File: config.mk
export PLATFORM = sky130hd
export DESIGN_NAME = triangle_strip_assembler_top
export DESIGN_NICKNAME = d
export VERILOG_FILES = /design/src/rtl/core/tsa_pkg.sv /design/src/rtl/core/triangle_strip_assembler_top.sv /design/src/rtl/core/tsa_in_stage.sv /design/src/rtl/core/tsa_assembler.sv /design/src/rtl/core/tsa_out_stage.sv
export SDC_FILE = /design/constraint.sdc
export NUM_CORES = 1
export LEC_CHECK = 0
export BUFFER_PORTS_ARGS = -buffer_cell sky130_fd_sc_hd__buf_4
export CORE_MARGIN = 1.5
export CORE_UTILIZATION = 45
export DETAILED_ROUTE_END_ITERATION = 10
export PLACE_DENSITY = 0.76
export SLEW_MARGIN = 10
export SYNTH_ARGS = -nofsm -noshare
export SYNTH_HDL_FRONTEND = slang
export SYNTH_SLANG_ARGS = --single-unit
File: constraint.sdc
create_clock -name clk_i -period 2.1 [get_ports clk_i]
set_input_delay 0 -clock clk_i [delete_from_list [all_inputs] [get_ports clk_i]]
set_output_delay 0 -clock clk_i [all_outputs]
set_load 0.005 [all_outputs]
File: src/rtl/core/tsa_pkg.sv
// shared types and constants for the triangle strip assembler
// no dependencies; imported by every module of the block
package tsa_pkg;

  localparam int unsigned IndexW = 16;
  localparam logic [IndexW-1:0] RestartIndex = {IndexW{1'b1}};

  // countdown and list position codes
  localparam logic [1:0] GroupSize = 2'd3;
  localparam logic [1:0] CountOne  = 2'd1;
  localparam logic [1:0] CountZero = 2'd0;

  typedef enum logic {
    MODE_STRIP = 1'b0,
    MODE_LIST  = 1'b1
  } primitive_mode_e;

  // one input item
  typedef struct packed {
    logic [IndexW-1:0] vertex_index;
    logic              mesh_start;
  } vertex_item_t;

  // one result item
  typedef struct packed {
    logic [IndexW-1:0] corner_a;
    logic [IndexW-1:0] corner_b;
    logic [IndexW-1:0] corner_c;
  } triangle_t;

  // input stage to assembler
  typedef struct packed {
    logic         valid;
    vertex_item_t item;
  } in_stage_t;

  // assembler to output stage
  typedef struct packed {
    logic      load;
    logic      emit;
    triangle_t corners;
  } asm_res_t;

endpackage

File: src/rtl/core/triangle_strip_assembler_top.sv
// Triangle strip assembler: takes one 16-bit vertex index per item and emits
// triangles in strip (with 0xFFFF restart) or list mode. One index is accepted
// every clock cycle while the input is not stalled; a triangle is valid on the
// output once its last index has passed the input register and the triangle
// has been loaded into the result register. The rate is set by the update of
// the three-index window and counters, which forms each triangle in the same
// cycle as it advances. Stalls on the output hold the result register and
// back up into the input register.
// depends on tsa_pkg, tsa_in_stage, tsa_assembler, tsa_out_stage
module triangle_strip_assembler_top (
  input  logic                  clk_i,
  input  logic                  rst_ni,
  input  logic                  cfg_we_i,
  input  logic                  cfg_wdata_i,
  input  logic                  in_valid_i,
  output logic                  in_stall_o,
  input  tsa_pkg::vertex_item_t in_item_i,
  output logic                  out_valid_o,
  input  logic                  out_stall_i,
  output tsa_pkg::triangle_t    out_tri_o
);
  import tsa_pkg::*;

  in_stage_t stage;
  asm_res_t  res;
  logic      mid_stall;

  // input register
  tsa_in_stage u_in_stage (
    .clk_i        (clk_i),
    .rst_ni       (rst_ni),
    .in_valid_i   (in_valid_i),
    .in_stall_o   (in_stall_o),
    .in_item_i    (in_item_i),
    .down_stall_i (mid_stall),
    .stage_o      (stage)
  );

  // state update and triangle forming
  tsa_assembler u_assembler (
    .clk_i        (clk_i),
    .rst_ni       (rst_ni),
    .cfg_we_i     (cfg_we_i),
    .cfg_wdata_i  (cfg_wdata_i),
    .stage_i      (stage),
    .down_stall_i (mid_stall),
    .res_o        (res)
  );

  // result register
  tsa_out_stage u_out_stage (
    .clk_i       (clk_i),
    .rst_ni      (rst_ni),
    .res_i       (res),
    .up_stall_o  (mid_stall),
    .out_valid_o (out_valid_o),
    .out_stall_i (out_stall_i),
    .out_tri_o   (out_tri_o)
  );

`ifndef NO_ASSERTIONS
  // input stalls only while the input register holds an item
  a_stall_full: assert property (@(posedge clk_i) disable iff (!rst_ni)
    in_stall_o |-> stage.valid)
    else $error("input stalled with empty input register");

  // the assembler never advances into a held result
  a_no_overwrite: assert property (@(posedge clk_i) disable iff (!rst_ni)
    (out_valid_o && out_stall_i) |-> !res.load)
    else $error("result register overwritten while stalled");

  // a held result stays in place
  a_hold: assert property (@(posedge clk_i) disable iff (!rst_ni)
    (out_valid_o && out_stall_i) |=> (out_valid_o && $stable(out_tri_o)))
    else $error("stalled result changed");
`endif

endmodule

File: src/rtl/core/tsa_in_stage.sv
// input register stage of the triangle strip assembler
// depends on tsa_pkg
module tsa_in_stage (
  input  logic                  clk_i,
  input  logic                  rst_ni,
  input  logic                  in_valid_i,
  output logic                  in_stall_o,
  input  tsa_pkg::vertex_item_t in_item_i,
  input  logic                  down_stall_i,
  output tsa_pkg::in_stage_t    stage_o
);
  import tsa_pkg::*;

  logic         valid_q, valid_d;
  vertex_item_t item_q, item_d;
  logic         accept;

  // stall only while holding an item that cannot move on
  assign in_stall_o = valid_q & down_stall_i;
  assign accept     = in_valid_i & ~in_stall_o;

  // next stage contents
  always_comb begin
    valid_d = valid_q;
    item_d  = item_q;
    if (accept) begin
      valid_d = 1'b1;
      item_d  = in_item_i;
    end else if (valid_q && !down_stall_i) begin
      valid_d = 1'b0;
    end
  end

  // control register
  always_ff @(posedge clk_i or negedge rst_ni) begin
    if (!rst_ni) begin
      valid_q <= 1'b0;
    end else begin
      valid_q <= valid_d;
    end
  end

  // payload register
  always_ff @(posedge clk_i) begin
    item_q <= item_d;
  end

  assign stage_o.valid = valid_q;
  assign stage_o.item  = item_q;

endmodule

File: src/rtl/core/tsa_assembler.sv
// assembly state and triangle forming logic of the triangle strip assembler
// depends on tsa_pkg
module tsa_assembler (
  input  logic               clk_i,
  input  logic               rst_ni,
  input  logic               cfg_we_i,
  input  logic               cfg_wdata_i,
  input  tsa_pkg::in_stage_t stage_i,
  input  logic               down_stall_i,
  output tsa_pkg::asm_res_t  res_o
);
  import tsa_pkg::*;

  primitive_mode_e   mode_q;
  logic [IndexW-1:0] newest_q, newest_d;
  logic [IndexW-1:0] middle_q, middle_d;
  logic [IndexW-1:0] oldest_q, oldest_d;
  logic [1:0]        fill_q, fill_d;
  logic              odd_q, odd_d;
  logic [1:0]        lpos_q, lpos_d;

  logic              fire;
  logic [IndexW-1:0] v;
  logic [IndexW-1:0] b_newest, b_middle, b_oldest;
  logic [1:0]        b_fill, b_lpos, lpos_inc, fill_dec;
  logic              b_odd;
  logic              emit;
  triangle_t         tri_form;

  assign fire = stage_i.valid & ~down_stall_i;
  assign v    = stage_i.item.vertex_index;

  // mode register
  always_ff @(posedge clk_i or negedge rst_ni) begin
    if (!rst_ni) begin
      mode_q <= MODE_STRIP;
    end else if (cfg_we_i) begin
      mode_q <= primitive_mode_e'(cfg_wdata_i);
    end
  end

  // state as seen after an optional mesh start
  always_comb begin
    b_newest = newest_q;
    b_middle = middle_q;
    b_oldest = oldest_q;
    b_fill   = fill_q;
    b_odd    = odd_q;
    b_lpos   = lpos_q;
    if (stage_i.item.mesh_start) begin
      b_newest = '0;
      b_middle = '0;
      b_oldest = '0;
      b_fill   = GroupSize;
      b_odd    = 1'b0;
      b_lpos   = CountZero;
    end
  end

  assign lpos_inc = b_lpos + CountOne;
  assign fill_dec = (b_fill != CountZero) ? b_fill - CountOne : CountZero;

  // next state and triangle
  always_comb begin
    newest_d = b_newest;
    middle_d = b_middle;
    oldest_d = b_oldest;
    fill_d   = b_fill;
    odd_d    = b_odd;
    lpos_d   = b_lpos;
    emit     = 1'b0;
    tri_form = '{corner_a: v, corner_b: b_newest, corner_c: b_middle};
    unique case (mode_q)
      MODE_LIST: begin
        newest_d = v;
        middle_d = b_newest;
        oldest_d = b_middle;
        if (lpos_inc == GroupSize) begin
          lpos_d = CountZero;
          emit   = 1'b1;
        end else begin
          lpos_d = lpos_inc;
        end
      end
      MODE_STRIP: begin
        if (v == RestartIndex) begin
          fill_d = GroupSize;
          odd_d  = 1'b0;
        end else begin
          newest_d = v;
          middle_d = b_newest;
          oldest_d = b_middle;
          fill_d   = fill_dec;
          if (fill_dec == CountZero) begin
            // degenerate triangles still count for winding
            emit  = (v != b_newest) && (b_newest != b_middle) && (v != b_middle);
            odd_d = ~b_odd;
            fill_d = CountOne;
            if (b_odd) begin
              tri_form = '{corner_a: b_middle, corner_b: b_newest, corner_c: v};
            end
          end
        end
      end
      default: ;
    endcase
  end

  // control state
  always_ff @(posedge clk_i or negedge rst_ni) begin
    if (!rst_ni) begin
      newest_q <= '0;
      middle_q <= '0;
      oldest_q <= '0;
      fill_q   <= GroupSize;
      odd_q    <= 1'b0;
      lpos_q   <= CountZero;
    end else if (fire) begin
      newest_q <= newest_d;
      middle_q <= middle_d;
      oldest_q <= oldest_d;
      fill_q   <= fill_d;
      odd_q    <= odd_d;
      lpos_q   <= lpos_d;
    end
  end

  assign res_o.load    = fire;
  assign res_o.emit    = emit;
  assign res_o.corners = tri_form;

`ifndef NO_ASSERTIONS
  // countdown is reloaded to one once a strip triangle forms
  a_fill_nonzero: assert property (@(posedge clk_i) disable iff (!rst_ni)
    fill_q != CountZero)
    else $error("strip countdown reached zero in state");

  // list position wraps before a full group is stored
  a_lpos_range: assert property (@(posedge clk_i) disable iff (!rst_ni)
    lpos_q != GroupSize)
    else $error("list position holds a full group");

  // strip restart reloads the countdown and clears winding
  a_restart: assert property (@(posedge clk_i) disable iff (!rst_ni)
    (fire && mode_q == MODE_STRIP && v == RestartIndex) |=>
      (fill_q == GroupSize && !odd_q))
    else $error("restart did not reset strip state");
`endif

endmodule

File: src/rtl/core/tsa_out_stage.sv
// result register stage of the triangle strip assembler
// depends on tsa_pkg
module tsa_out_stage (
  input  logic               clk_i,
  input  logic               rst_ni,
  input  tsa_pkg::asm_res_t  res_i,
  output logic               up_stall_o,
  output logic               out_valid_o,
  input  logic               out_stall_i,
  output tsa_pkg::triangle_t out_tri_o
);
  import tsa_pkg::*;

  logic      valid_q, valid_d;
  triangle_t tri_q, tri_d;

  // a waiting triangle holds the upstream stage
  assign up_stall_o = valid_q & out_stall_i;

  // next register contents
  always_comb begin
    valid_d = valid_q;
    tri_d   = tri_q;
    if (res_i.load) begin
      valid_d = res_i.emit;
      tri_d   = res_i.corners;
    end else if (valid_q && !out_stall_i) begin
      valid_d = 1'b0;
    end
  end

  always_ff @(posedge clk_i or negedge rst_ni) begin
    if (!rst_ni) begin
      valid_q <= 1'b0;
    end else begin
      valid_q <= valid_d;
    end
  end

  always_ff @(posedge clk_i) begin
    tri_q <= tri_d;
  end

  assign out_valid_o = valid_q;
  assign out_tri_o   = tri_q;

endmodule

-- After elaboration in Yosys (flattened, before gate mapping)
Index checks and enable logic that the tools add are counted.
- reductions and logical operators: 10
- bitwise gates (word level): 8
- equality and inequality tests: 5
- mux-type cells: 30
- $add $sub $neg: 2
- operators with widths (kind ; count):
    48-bit 2-to-1 mux ; 4
    16-bit 2-to-1 mux ; 4
    16-bit case mux with 2 select lines ; 2
    16-bit inequality test ; 3
    16-bit equality test (second input constant) ; 1
    2-bit 2-to-1 mux ; 8
    1-bit 2-to-1 mux ; 11
    2-bit nonzero test ; 3
    1-bit bitwise AND ; 4
    1-bit logical AND ; 4
    1-bit inverter ; 4
    2-bit by 1-bit adder with 2-bit output (second input constant) ; 1
    2-bit equality test (second input constant) ; 1
    1-bit logical NOT ; 2
    2-bit logical NOT ; 1
    1-bit case mux with 2 select lines ; 1
    2-bit by 1-bit subtractor with 2-bit output (second input constant) ; 1
- bits in registers: 105
- input port bits: 23

-- Logic depth before layout (Yosys ltp)
Gate-level depths: netlist of the first run.
- depth in word-level cells: 8
- gate-level depth with buffers: 9
- mapped depth without buffers: 6

-- Cells and area by module
Synthesis of the first run repeated with hierarchy kept, for this count alone.
- cells, all modules: 498
- area total of the unflattened synthesis: 5298.8 sq um
- modules (own cells, without submodules) (module ; times used ; area an instance (sq um) ; cells each):
    tsa_assembler ; 1 ; 3244.4 ; 425
    tsa_out_stage ; 1 ; 1486.4 ; 51
    tsa_in_stage ; 1 ; 568.0 ; 22

-- Worst setup path after synthesis of the first run
No wires, ideal clock.
- path type: register -> register
- from: register u_out_stage.valid_q, in the netlist u_out_stage.out_valid_o
- to: register u_assembler.newest_q[10]
- buffers on the path: 1
- path slack: -205 ps
- required time: 1979 ps
- arrival time: 2184 ps
- cell stages (with the launch flop): 7
- cells stage by stage: dfrtp_1 -> nand2_1 -> nand2_1 -> inv_1 -> o21ai_4 -> buf_6 -> a22o_1
- RTL lines (item ; RTL line ; RTL):
    start: declaration ; tsa_out_stage.sv:14 ; logic valid_q, valid_d;
    start signal: assignment ; tsa_out_stage.sv:36 ; valid_q <= valid_d;
    end signal: assignment ; tsa_assembler.sv:119 ; newest_q <= newest_d;
    end: declaration ; tsa_assembler.sv:15 ; logic [IndexW-1:0] newest_q, newest_d;

==> out/metrics.cfg, run 1 <==
[critical_path]
cp-start-kind = flip-flop
critPathMaxFanout = 37
cp.depth = 7
arrival_ps = 2010
slowest_delay_ps = 400
worstPathRequired_ps = 2180
end_kind = flip-flop
crit_chain = nand4_1, nor4_4, nor3_1, and3_1, buf_4, nand2_1, o21ai_0
reg2reg_depth = 7
crit_path_top_delay_cell = nor4_4
path_class = reg2reg
cp_top_family = simple AND/OR/NAND/NOR gates
critPathBufInv = 1

[timing]
setup_ws_ps = 171
max_freq_mhz = 518
finalSetupViolCount = 0
hold_slack_ps = 169
tns_ps = 0
slew_viol_final = 0
max-slew-margin-rel_pct = 64.4
worstMarginPinSlew_ps = 534
finalHoldViolCount = 0
fin_skew_ps = 11.8
fin_crit_sh_pct = 91.9
rsz0062_at_grt = no
period_minus_slack_ps = 1930

[floorplanning]
dieArea_um2 = 12300
start_util_pct = 46.0
die_h_um = 111
core_area_um2 = 11400
ios = 73
die_x_um = 111
rows = 39

[clock_network]
cts_root_buf = clkbuf_16
cts_tree = done
path_clk_slew_ps = 70
numCtsBuffers = 9
cts_buffer_depth = 2
insertion_delay_ps = 350
cts_max_level = 3
cts_resized = 0
cts_num_sinks = 105

[placement]
post-place-cells = 693
place_area_um2 = 5970
gp_congestion = 0.914
place_worst_setup_slack_ps = 139
hpwl_mm = 8.65
port_buffers = 72

[layout]
drive_above_1_share_pct = 21.2
seq_area_um2 = 2960
nets = 607
fill_cells = 962
n_antenna_cell = 0
layout.cells.non_filler = 732
syn_to_final_growth_pct = 23.5
post-route-cell-area_um2 = 6490
fin_util_pct = 56.8
multi_input_area_um2 = 1990

[synth]
synth_cells = 509
synth_top_cell_by_area = edfxtp_1
ys.flop_type = edfxtp_1
syn-mean-instance-area_um2 = 10.3
netlist_top_cells_area = edfxtp_1 (37%), dfrtp_1 (18%), nand2_1 (5.6%)
synth-seq-cells = 105
synth-async-reset-ratio_pct = 38.1
ys_types = 44
syn_nets = 532
synth.cell_area_um2 = 5260
ys.warnings.count = 0
yosysTopAreaCellShare_pct = 37.1
synth_edf_count = 65
yosysMostFrequentCell = nand2_1
seq_area_frac_synth_pct = 56.2
synth_top_cells_by_count = nand2_1 (79), edfxtp_1 (65), dfrtp_1 (38)

[power]
max-vdd-ir-drop_mv = 0.495
power_mw = 5.68
p_leak_nw = 2.61
power_density_nw_per_um2 = 875

[drt]
wl_per_cell_um = 17.1
drtIter0Drc = 339
wl_mm = 12.5
drtAntennaViolNets = 0
drc = 0
via_count = 4203
avgViaCountPerCell = 5.74
firstDrtPassIters = 8

[grt]
track_usage_pct = 20.4
globalRouteOverflowTotal = 0
antenna_found_initial = 0
grt_max_degree = 41
grt_pass1_wl_mm = 20.1
grt_pass1_vias = 4051

[run]
drv_cap = 0

[worst_hold_path]
hp-class = in2async

[outcome]
status = finished, final reports clean

[layout by cell type, fill, tap and decap left out, types with 4 or more instances in the layout]
master	instances
a21oi_1	4
a22o_1	17
a22oi_1	17
a31oi_1	14
buf_4	101
clkbuf_16	9
dfrtp_1	38
dlygate4sd3_1	23
edfxtp_1	65
inv_1	4
nand2_1	79
nand4_1	9
nor2_1	33
nor2b_1	16
nor4bb_1	14
o21ai_0	36
o21ai_1	30
o32ai_1	6
xnor2_1	18
xor2_1	13
[flip-flops by register name, summed over array words and instances, names as in the netlist]
signal                   flops
u_assembler.newest_q        16
u_assembler.mode_q           1
u_assembler.fill_q           2
u_assembler.odd_q            1
u_assembler.lpos_q           2
u_out_stage.out_tri_o       48
u_in_stage.stage_o          17
u_in_stage.valid_q           1
u_assembler.middle_q        16
u_out_stage.out_valid_o      1
[where the power goes]
| part | internal [mW] | total [mW] | switching [mW] |
|---|---|---|---|
| Sequential | 2.53 | 2.86 | 0.331 |
| Clock | 0.926 | 1.65 | 0.729 |
| Combinational | 0.597 | 1.16 | 0.567 |
| Total | 4.05 | 5.68 | 1.63 |
[timing repair]
action                                  CTS  global route
endpoints found under the hold margin    60             0
endpoints found under the setup margin    0             1
buffers inserted                          0             0
hold buffers                             23             0
[worst reg2reg max path, cell delays in order, from the launching register on]
cell and delay (ps):
edfxtp_1 360, nand4_1 150, nor4_4 400, nor3_1 140
and3_1 200, buf_4 230, nand2_1 100, o21ai_0 90
[path summary, 6_finish.rpt]
| kind | from | end | slack [ps] |
|---|---|---|---|
| worst min-delay path | rst_ni | u_assembler.mode_q | 170 |
| worst max register to register | u_in_stage.stage_o[15] | u_out_stage.out_tri_o[1] | 170 |
| worst min register to register | u_assembler.fill_q[0] | u_assembler.fill_q[0] | 520 |
| worst max-delay path | u_in_stage.stage_o[15] | u_out_stage.out_tri_o[1] | 170 |
| max in group asynchronous | rst_ni | u_assembler.fill_q[0] | 1540 |
| min in group clk_i | in_item_i[9] | u_in_stage.stage_o[9] | 370 |
[cell type report]
class	instances	share of cell area, %
Clock buffer	11	3.59
Clock inverter	5	0.887
Inverter	6	0.405
Multi-Input combinational cell	335	30.7
Sequential cell	105	45.5
Tap cell	143	2.76
Timing Repair Buffer	127	16.2
[cell families after synthesis]
group | count (synthesis) | share of synthesized area [%]
buffers and inverters | 69 | 5.86
XOR/XNOR | 31 | 5.17
AND/OR/NAND/NOR | 167 | 15.9
multiplexers | 2 | 0.405
flip-flops | 105 | 56.2
AO/OA/AOI/OAI | 135 | 16.4
[metal layers]
| metal | part of all wire, % | GRT usage, % | wire [um] | vias up |
|---|---|---|---|---|
| met2 | 48 | 33.3 | 6000 | 189 |
| met4 | 2.6 | 9.45 | 323 | 0 |
| met5 | 0 | 0 | 0 | - |
| met1 | 42 | 26.7 | 5280 | 2004 |
| met3 | 7.4 | 3.50 | 930 | 38 |
| li1 | - | - | - | 1972 |
No activity file was read; power rests on OpenSTA's default activity.
==> inputs of run 2 (changes only) <==
- CORE_UTILIZATION: 45 -> 52
- PLACE_DENSITY: 0.76 -> 0.84
- RECOVER_POWER: unset -> 50
- SYNTH_HIERARCHICAL: unset -> 1
==> out/metrics.cfg, run 2 <==
[drt]
drtAntennaViolNets = 0
avgViaCountPerCell = 5.94
drc = 0
wl_mm = 12.4
drtIter0Drc = 343
via_count = 4224
wl_per_cell_um = 17.4
firstDrtPassIters = 5

[synth]
ys_types = 41
synth_edf_count = 65
synth_top_cell_by_area = edfxtp_1
syn-mean-instance-area_um2 = 10.6
yosysMostFrequentCell = edfxtp_1
ys.warnings.count = 6
netlist_top_cells_area = edfxtp_1 (37%), dfrtp_1 (18%), xnor2_1 (4.6%)
synth-seq-cells = 105
ys.flop_type = edfxtp_1
synth_top_cells_by_count = edfxtp_1 (65), nand2_1 (55), dfrtp_1 (38), nor2_1 (38), o21ai_0 (32)
synth_cells = 498
synth.cell_area_um2 = 5300
syn_nets = 521
synth-async-reset-ratio_pct = 38.1
yosysTopAreaCellShare_pct = 36.8
seq_area_frac_synth_pct = 55.8

[clock_network]
cts_num_sinks = 105
cts_root_buf = clkbuf_8
cts_buffer_depth = 2
path_clk_slew_ps = 100
cts_max_level = 3
cts_tree = done
insertion_delay_ps = 380
numCtsBuffers = 9

[power]
power_density_nw_per_um2 = 740
max-vdd-ir-drop_mv = 0.472
p_leak_nw = 2.48

[timing]
max_freq_mhz = 491
max-slew-margin-rel_pct = 29.4
worstMarginPinSlew_ps = 1060
hold_slack_ps = 139
setup_ws_ps = 63.7
slew_viol_final = 0
fin_crit_sh_pct = 97.0
finalHoldViolCount = 0
finalSetupViolCount = 0
fin_skew_ps = 11.8
period_minus_slack_ps = 2040

[run]
drv_cap = 0

[placement]
port_buffers = 72
gp_congestion = 0.938
place_area_um2 = 5990
hpwl_mm = 7.98
place_worst_setup_slack_ps = 79.5

[grt]
globalRouteOverflowTotal = 0
grt_pass1_vias = 3865
grt_pass1_wl_mm = 19.6
track_usage_pct = 22.9
antenna_found_initial = 0
grt_max_degree = 51

[layout]
largest_reg_flops = 48
nets = 596
multi_input_area_um2 = 2070
fill_cells = 772
layout_common_cells = clkbuf_4 (65), edfxtp_1 (65), nand2_1 (55)
drive_above_1_share_pct = 22.8
syn_to_final_growth_pct = 21.4
post-route-cell-area_um2 = 6430
n_antenna_cell = 0
seq_area_um2 = 2960

[floorplanning]
start_util_pct = 54.0
rows = 36
die_h_um = 104
die_x_um = 104
dieArea_um2 = 10800
core_area_um2 = 9820
ios = 73

[critical_path]
reg2reg_depth = 6
arrival_ps = 2160
crit_path_top_delay_cell = edfxtp_1
cp-start-kind = flip-flop
end_kind = flip-flop
rrSetupSlack_ps = 60
cp_top_family = simple AND/OR/NAND/NOR gates
reg2reg_from = u_in_stage/stage_o[6]
slowest_delay_ps = 560
critPathMaxFanout = 33
path_class = reg2reg
worstPathRequired_ps = 2230
critPathBufInv = 1
crit_chain = nand4_1, nor4_4, nor3_1, and3b_1, buf_12, o21ai_0
rr_endpoint = u_out_stage/out_tri_o[12]

[worst_hold_path]
holdPathStages = 3
hold_end = u_out_stage/out_valid_o
min_from = out_stall_i
hp-class = in2reg

[outcome]
status = finished, final reports clean

-- run 2: cell families after synthesis --
kind of cell    synth area share, %
simple gates                   16.6
compound gates                 16.1
flops                          55.8
buf+inv                        5.62
xor+xnor                       5.29
mux                           0.637
-- run 2: metrics by stage --
step,total power [mW],setup TNS [ps],std cells,util (%)
floorplan,3.23,0,498,-
global placement,3.55,0,669,61.0
detailed placement,3.59,0,669,61.0
CTS,4.76,0,707,65.0
global route,4.96,-56.5,711,65.5
finish,4.76,0,711,65.5
-- run 2: what timing repair did --
item                                   in CTS  in global routing
resized for setup                           0                  6
setup endpoints to repair                   0                 49
hold buffers                               22                  0
endpoints found under the hold margin      59                  0
buffers inserted                            0                  4
-- run 2: worst reg2reg max path, delay by kind of cell, from the launching register on --
family,cells,cell delay [ps]
and+or+nand+nor,4,900
AOI/OAI and AO/OA,1,130
buffers and inverters,1,210
DFF,1,560
-- run 2: final cells by class --
cell class                      instances  area share (%)
Inverter                                2           0.117
Multi-Input combinational cell        329            32.2
Sequential cell                       105            45.9
Clock inverter                          7           0.856
Tap cell                              133            2.59
Clock buffer                            9            1.92
Timing Repair Buffer                  126            16.4
-- run 2: power by group --
part	internal, mW	switching (mW)
Combinational	0.479	0.426
Sequential	2.44	0.255
Clock	0.442	0.724
-- run 2: worst max path at each step --
stage,slack (ps),cells past startpoint,end,startpoint
after floorplan,200,6,u_out_stage/out_valid_o,u_out_stage/out_valid_o
after global placement,120,8,u_out_stage/out_valid_o,u_in_stage/stage_o[2]
after detailed placement,80,8,u_out_stage/out_valid_o,u_in_stage/stage_o[2]
after CTS,70,8,u_out_stage/out_valid_o,u_in_stage/stage_o[2]
after global routing,-30,8,u_out_stage/out_valid_o,u_in_stage/stage_o[2]
final,60,6,u_out_stage/out_tri_o[12],u_in_stage/stage_o[6]
-- run 2: per-layer routing --
layer / wire [um] / global-route usage [%] / up-vias / part of all wire, %
met5: 0 / 0 / - / 0
met3: 876 / 3.20 / 30 / 7.1
met1: 5150 / 30.7 / 2033 / 42
met4: 394 / 11.9 / 0 / 3.2
met2: 5970 / 36.3 / 222 / 48
li1: - / - / 1939 / -
